**src/sv/psd_pkg.sv**
```systemverilog
// ============================================================================
// Point-segment distance package
// Shared widths, codes and payload types for the squared distance unit.
// ============================================================================
package psd_pkg;

    // Coordinate format is fixed by the payload: signed Q12.4
    localparam int COORD_WIDTH     = 16;
    localparam int T_FRAC_BITS_DEF = 16;

    // Derived datapath widths
    localparam int DIFF_W = COORD_WIDTH + 1;      // P-A, B-A, P-B
    localparam int PROD_W = 2 * DIFF_W;           // one product of two differences
    localparam int LEN_W  = 2 * DIFF_W;           // sum of two squares of differences
    localparam int DOT_W  = 2 * DIFF_W + 1;       // signed dot product
    localparam int REM_W  = LEN_W + 1;            // divider partial remainder
    localparam int RES_W  = DIFF_W + 1;           // residual to projected point
    localparam int SUM_W  = 2 * RES_W;            // sum of two residual squares
    localparam int SEL_W  = (SUM_W > LEN_W) ? SUM_W : LEN_W;
    localparam int DIST_W = 33;

    // Configuration port
    localparam int CFG_DATA_W  = 32;
    localparam int CFG_ADDR_W  = 3;
    localparam int CFG_IDX_W   = CFG_ADDR_W - 2;
    localparam int LIMIT_W     = 16;
    localparam logic [LIMIT_W-1:0]   LIMIT_RESET          = LIMIT_W'(26);
    localparam logic [CFG_IDX_W-1:0] REG_DEGENERATE_LIMIT = '0;

    typedef enum logic [1:0] {
        CASE_BEFORE   = 2'd0,
        CASE_BEYOND   = 2'd1,
        CASE_INTERIOR = 2'd2,
        CASE_DEGEN    = 2'd3
    } nearest_case_t;

    typedef struct packed {
        logic signed [COORD_WIDTH-1:0] px;
        logic signed [COORD_WIDTH-1:0] py;
        logic signed [COORD_WIDTH-1:0] ax;
        logic signed [COORD_WIDTH-1:0] ay;
        logic signed [COORD_WIDTH-1:0] bx;
        logic signed [COORD_WIDTH-1:0] by;
    } psd_query_t;

    typedef struct packed {
        logic [DIST_W-1:0] dist_sq;
        logic [1:0]        nearest_case;
    } psd_result_t;

    // Context that rides alongside the divider
    typedef struct packed {
        nearest_case_t            ncase;
        logic                     div_needed;
        logic signed [DIFF_W-1:0] dx;
        logic signed [DIFF_W-1:0] dy;
        logic signed [DIFF_W-1:0] ex;
        logic signed [DIFF_W-1:0] ey;
        logic [LEN_W-1:0]         dist_a;
        logic [LEN_W-1:0]         dist_b;
    } psd_ctx_t;

endpackage

```
**src/sv/psd_cfg.sv**
```systemverilog
// ============================================================================
// Point-segment distance configuration registers
// APB-style register file holding the degenerate segment limit.
// ============================================================================
module psd_cfg (
    input  logic                            clk,
    input  logic                            rst_n,
    input  logic                            psel,
    input  logic                            penable,
    input  logic                            pwrite,
    input  logic [psd_pkg::CFG_ADDR_W-1:0]  paddr,
    input  logic [psd_pkg::CFG_DATA_W-1:0]  pwdata,
    output logic [psd_pkg::CFG_DATA_W-1:0]  prdata,
    output logic                            pready,
    output logic [psd_pkg::LIMIT_W-1:0]     limit
);
    import psd_pkg::*;

    logic [LIMIT_W-1:0]   limit_reg;
    logic [CFG_IDX_W-1:0] reg_idx;
    logic                 wr_en;

    assign reg_idx = paddr[CFG_ADDR_W-1:2];
    assign wr_en   = psel && penable && pwrite && (reg_idx == REG_DEGENERATE_LIMIT);

    always_ff @(posedge clk or negedge rst_n)
    begin
        if (!rst_n)
        begin
            limit_reg <= LIMIT_RESET;
        end
        else if (wr_en)
        begin
            limit_reg <= pwdata[LIMIT_W-1:0];
        end
    end

    always_comb
    begin
        prdata = '0;
        if (reg_idx == REG_DEGENERATE_LIMIT)
        begin
            prdata = {{(CFG_DATA_W-LIMIT_W){1'b0}}, limit_reg};
        end
    end

    assign pready = 1'b1;
    assign limit  = limit_reg;

endmodule

```
**config.mk**
```make
export PLATFORM = sky130hd
export DESIGN_NAME = psd_cfg
export DESIGN_NICKNAME = d
export VERILOG_FILES = /design/src/sv/psd_pkg.sv /design/src/sv/psd_cfg.sv
export SDC_FILE = /design/constraint.sdc
export NUM_CORES = 1
export LEC_CHECK = 0
export ABC_AREA = 1
export BUFFER_PORTS_ARGS = -buffer_cell sky130_fd_sc_hd__buf_4
export CORE_MARGIN = 2
export CORE_UTILIZATION = 36
export DETAILED_ROUTE_END_ITERATION = 6
export PLACE_DENSITY_LB_ADDON = 0.3
export SYNTH_ARGS = -nofsm -noshare
export SYNTH_HDL_FRONTEND = slang
export SYNTH_SLANG_ARGS = --single-unit
```
**constraint.sdc**
```tcl
create_clock -name clk -period 0.9 [get_ports clk]
set_input_delay 0.18 -clock clk [delete_from_list [all_inputs] [get_ports clk]]
set_output_delay 0.18 -clock clk [all_outputs]
set_load 0.005 [all_outputs]
```
==> results of run 1 <==
[worst max-delay path, cell delays in order (launching register included)]
cell,delay [ns]
dfstp_2,0.56
inv_2,0.04
nor2_2,0.08
buf_4,0.12
[area by class of cell]
class / instances / area share, %
multi-input cells: 84 / 22.9
repair buffers: 76 / 43.3
flip-flops and latches: 16 / 25.0
well taps: 30 / 2.33
clock buffers: 4 / 2.25
inverters: 18 / 4.19
[how the worst min path moves through the flow]
stage	end	slack (ns)	cells past startpoint
6_report	limit[1]$_DFFE_PN1P_	0.11	3
2_1_floorplan	limit[0]$_DFFE_PN0P_	-0.12	0
4_1_cts	limit[1]$_DFFE_PN1P_	0.11	3
3_5_place_dp	limit[8]$_DFFE_PN0P_	0.05	1
3_3_place_gp	limit[14]$_DFFE_PN0P_	0.05	1
5_1_grt	limit[4]$_DFFE_PN1P_	0.12	3
[synthesized netlist by cell type (all sizes together)]
cell / count / area, um^2
conb: 2 / 7.51
buf: 22 / 168
nand3: 16 / 80.1
nand2: 34 / 135
dfrtp: 13 / 325
inv: 18 / 67.6
nor2: 17 / 80.1
dfstp: 3 / 78.8
[layer usage]
layer	GRT usage, %	routed length (um)	vias to the layer above
met5	0	0	-
met4	4.88	29	0
met2	28.8	1270	41
met3	2.15	175	4
li1	-	-	478
met1	19.8	937	440
[metrics by stage]
stage / power (mW) / setup slack (ns) / cell area (um^2) / hold WS [ns] / setup TNS [ns]
after floorplan: 1.31 / 0.0394 / 998 / -0.116 / 0
after global placement: 1.75 / -0.0169 / 1360 / 0.0459 / -0.0433
after detailed placement: 1.77 / -0.0366 / 1360 / 0.0507 / -0.0768
after CTS: 2.41 / -0.363 / 1500 / 0.106 / -6.18
after global routing: 2.77 / -0.412 / 1610 / 0.118 / -8.16
final: 2.59 / -0.361 / 1610 / 0.107 / -6.71
[where the power goes]
group          total (mW)  switching, mW  internal (mW)
clock               0.472          0.226          0.246
combinational        1.12          0.393          0.723
sequential           1.00          0.128          0.873
[logic make-up after synthesis]
kind of cell | after synthesis
simple gates | 67
buf+inv | 40
flops | 16
other cells | 2
[repair_timing]
action                                  in CTS  in global routing
hold endpoints to repair                    16                  0
hold buffers                                 1                  0
endpoints found under the setup margin      32                 33
gates resized for setup                     20                 14
setup buffers                                4                 10
pin swaps                                    2                  6
==> reports/metrics.cfg, run 1 <==
[final_layout]
largest_register_ffs=16
regArea_um2=404
fin_cells=228
fillers=240
nets=239
final_layout_size_suffix_gt1_share_pct=46.5
synthToLayoutAreaGrowth_pct=71.3
multi_input_comb_area_um2=369
most-common-layout-cells=46 x buf_4, 31 x nand2_1, 27 x buf_6
final_util_pct=65.2
final_common_cell=buf_4
antenna_cells=0

[clocking]
cts-buffers-inserted=3
insertion_delay_ns=0.28
htreeDepth=1
path_clk_slew_ns=0.09
ctsLongestPathBuffers=2
cts_tree=yes
cts.sinks=16
root_buffer=clkbuf_4

[worst_setup_path]
r2r_slack_ns=0
critPathRequiredTime_ns=0.72
path_max_fanout=2
crit_type=flop to output pin
rr_worst_depth=4
crit_path_end_kind=output pin
r2r_end=limit[1]$_DFFE_PN1P_
cp-endpoint=prdata[4]
crit_arrival_ns=1.08
startpoint=limit[4]$_DFFE_PN1P_
start_kind=flop
timing.rr.start=limit[1]$_DFFE_PN1P_

[floorplan]
initial_core_util_pct=38.0
io_pins=89
die_h_um=55.2
die_w_um=55.2
fp.dieArea_um2=3040
std_cell_rows=18
coreArea_um2=2480

[grt]
grt_pass1_vias=828
grt_overflow_total=0
grt_usage_pct=16.0
grt_pass1_wl_um=3460
grt_max_degree=17
antenna_found_initial=0

[power]
peakVddDrop_mv=1.13
p_per_area_nw_per_um2=1600
leakage_nw=0.943

[synth]
synth_top_family_by_area=simple AND/OR/NAND/NOR gates
yosys_warnings=0
syn_area_um2=942
synth.area.mux_share_pct=0
synth_compound_area_share_pct=0
yosysSeqAreaShare_pct=42.9
synth_xor_area_share_pct=0
ys_types=13
syn_inst=125
syn_avg_cell_area_um2=7.54
ys_seq_elements=16
synth_fa_ha_area_share_pct=0
yosys.area_share.simple_pct=31.3

[place]
gp_congestion=0.694
io_buffers=53
place_inst=210
dp_hpwl_um=1670

[timing]
rsz0062_at_grt=true
clock_skew_ns=0
setup_ws_ns=-0.361
finalSetupViolations=32
hold_viol=0
clock.fmax_mhz=793
fin_crit_sh_pct=140
finalCriticalPeriod_ns=1.26
slew_violations=0

[outcome]
violations=negative setup slack
outcome=complete, but fails checks

[drt]
viasPerCell=4.22
drtAntennaViolNets=0
vias=963
drt_first_pass_iters=4
avgRoutedWirePerCell_um=10.6
drt_iter0_markers=7
wirelength_um=2420
post-route-drc-count=0

[flow_run]
drv_cap=0

[hold_path]
hp-start=pwdata[1]
worstHoldPathType=primary input to flop

Power figures use the tool's default switching activity.
==> run 2: changes to the inputs <==
--- a/config.mk
+++ b/config.mk
@@ -7,7 +7,6 @@
 export LEC_CHECK = 0
 export ABC_AREA = 1
 export BUFFER_PORTS_ARGS = -buffer_cell sky130_fd_sc_hd__buf_4
-export CORE_MARGIN = 2
 export CORE_UTILIZATION = 36
 export DETAILED_ROUTE_END_ITERATION = 6
 export PLACE_DENSITY_LB_ADDON = 0.3
==> reports/metrics.cfg, run 2 (synthesis gave the netlist of run 1 again) <==
[final_layout]
synthToLayoutAreaGrowth_pct=60.2
final_layout_size_suffix_gt1_share_pct=41.7  ; -4.8 points
final_common_cell=buf_4
most-common-layout-cells=46 x buf_4, 33 x nand2_1, 23 x buf_6
final_util_pct=60.9  ; -4.2 points
fin_cells=222  ; -2.6%
largest_register_ffs=16  ; unchanged
nets=233  ; -2.5%
antenna_cells=0  ; unchanged

[place]
gp_congestion=0.687  ; -0.99%
place_inst=208  ; -0.95%
dp_slack_ns=-0.0469  ; -0.0102 ns
dp_hpwl_um=1580  ; -5.6%
io_buffers=53  ; unchanged

[hold_path]
worstHoldEndpoint=limit[4]$_DFFE_PN1P_
hp-start=pwdata[4]
holdPathStages=3  ; unchanged
worstHoldPathType=primary input to flop

[drt]
drt_iter0_markers=7  ; unchanged
wirelength_um=2340  ; -3.2%
drtAntennaViolNets=0  ; unchanged
avgRoutedWirePerCell_um=10.5  ; -0.57%
vias=914  ; -5.1%
post-route-drc-count=0  ; unchanged
viasPerCell=4.12  ; -2.5%
drt_first_pass_iters=5  ; +1

[power]
p_int_mw=1.68  ; -8.5%
leakage_nw=0.894  ; -5.1%
peakVddDrop_mv=1.06  ; -6.7%
switchingPower_mw=0.718  ; -3.7%
power_frac_seq_pct=41.3  ; +2.6 points
comb_power_share_pct=42.0  ; -1.1 points
p_per_area_nw_per_um2=1590  ; -0.66%
clockPowerShare_pct=16.7  ; -1.5 points
switching_share_pct=29.9  ; +1.1 points
p_total_mw=2.40  ; -7.1%

[grt]
use_met3_pct=4.60  ; +2.4 points
grt.busiest_layer=met2
use_met2_pct=32.1  ; +3.3 points
grt_pass1_vias=785  ; -5.2%
grt_max_degree=18  ; +1
grt_usage_pct=18.1  ; +2.1 points
grt_pass1_wl_um=3600  ; +4.0%
grtUsageMet1_pct=20.3  ; +0.49 points
grt_overflow_total=0  ; unchanged
antenna_found_initial=0  ; unchanged

[outcome]
violations=negative setup slack
outcome=complete, but fails checks

[floorplan]
die_h_um=53.2  ; -3.6%
fp.dieArea_um2=2830  ; -7.1%
initial_core_util_pct=38.0  ; unchanged
coreArea_um2=2480  ; unchanged
io_pins=89  ; unchanged
std_cell_rows=18  ; unchanged
die_w_um=53.2  ; -3.6%

[worst_setup_path]
critPathRequiredTime_ns=0.72  ; about the same
rr_worst_depth=4  ; unchanged
timing.rr.start=limit[3]$_DFFE_PN1P_
r2r_end=limit[3]$_DFFE_PN1P_
start_kind=flop
crit_path_end_kind=output pin
r2r_slack_ns=0.01  ; about the same
path_max_fanout=2  ; unchanged
crit_arrival_ns=1.05  ; -0.03 ns
crit_type=flop to output pin

[timing]
slew_violations=0  ; unchanged
clock.fmax_mhz=812  ; +2.4%
finalCriticalPeriod_ns=1.23  ; -0.0295 ns
hold_viol=0  ; unchanged
fin_setup_tns_ns=-6.55  ; +0.157 ns
fin_crit_sh_pct=137  ; -3.3 points
setup_ws_ns=-0.331  ; +0.0295 ns
rsz0062_at_grt=true
clock_skew_ns=0  ; unchanged
finalSetupViolations=32  ; unchanged

[clocking]
cts_tree=yes
root_buffer=clkbuf_4
htreeDepth=1  ; unchanged
insertion_delay_ns=0.28  ; about the same
cts.sinks=16  ; unchanged
ctsLongestPathBuffers=2  ; unchanged
path_clk_slew_ns=0.09  ; about the same
cts-buffers-inserted=3  ; unchanged

[flow_run]
drv_cap=0  ; unchanged

## run 2: cell count changes in the layout (fill, tap and decap cells not counted), sizes merged
cell,delta
buf,-6
## run 2: metrics by stage
step	instance area (um^2)	hold WS, ns
2_1_floorplan	998	-0.116
3_3_place_gp	1320	0.0459
3_5_place_dp	1320	0.0530
4_1_cts	1430	0.107
5_1_grt	1510	0.0922
6_report	1510	0.109
## run 2: final cells by class
type | count | area, um^2
fill | 244 | 968
inverter | 18 | 67.6
clock buffer | 4 | 26.3
timing repair buffer | 70 | 614
multi-input combinational | 84 | 359
sequential | 16 | 404
tap | 30 | 37.5
## run 2: metal layers
layer / vias up / wire (um)
met3: 4 / 169
li1: 466 / -
met5: - / 0
met4: 0 / 26
met1: 404 / 969
met2: 40 / 1170
## run 2: power by group through the flow
| stage | registers, mW | logic, mW | clock network (mW) |
|---|---|---|---|
| after floorplan | 0.992 | 0.317 | 0 |
| after global placement | 0.984 | 0.741 | 0 |
| after detailed placement | 0.986 | 0.755 | 0 |
| after CTS | 1.00 | 0.869 | 0.415 |
| after global routing | 1.01 | 1.11 | 0.457 |
| final | 0.992 | 1.01 | 0.402 |
## run 2: worst max-delay path by stage
| stage | end | startpoint | cells after the start | slack [ns] |
|---|---|---|---|---|
| 2_1_floorplan | limit[0]$_DFFE_PN0P_ | paddr[2] | 6 | 0.04 |
| 3_3_place_gp | prdata[4] | limit[4]$_DFFE_PN1P_ | 3 | -0.02 |
| 3_5_place_dp | limit[13]$_DFFE_PN0P_ | paddr[2] | 5 | -0.05 |
| 4_1_cts | prdata[3] | limit[3]$_DFFE_PN1P_ | 3 | -0.34 |
| 5_1_grt | prdata[4] | limit[4]$_DFFE_PN1P_ | 3 | -0.39 |
| 6_report | prdata[3] | limit[3]$_DFFE_PN1P_ | 3 | -0.33 |
## run 2: worst max-delay path, cell delays in order (launching register included)
cell and delay (ns):
dfstp_2 0.55, inv_2 0.03, nor2_1 0.07, buf_4 0.11
## run 2: repair_timing
action | CTS | global route
hold buffers | 1 | 0
resized for setup | 19 | 6
buffers inserted | 1 | 8
endpoints found under the setup margin | 32 | 32
pin swaps | 3 | 8
hold endpoints to repair | 16 | 0
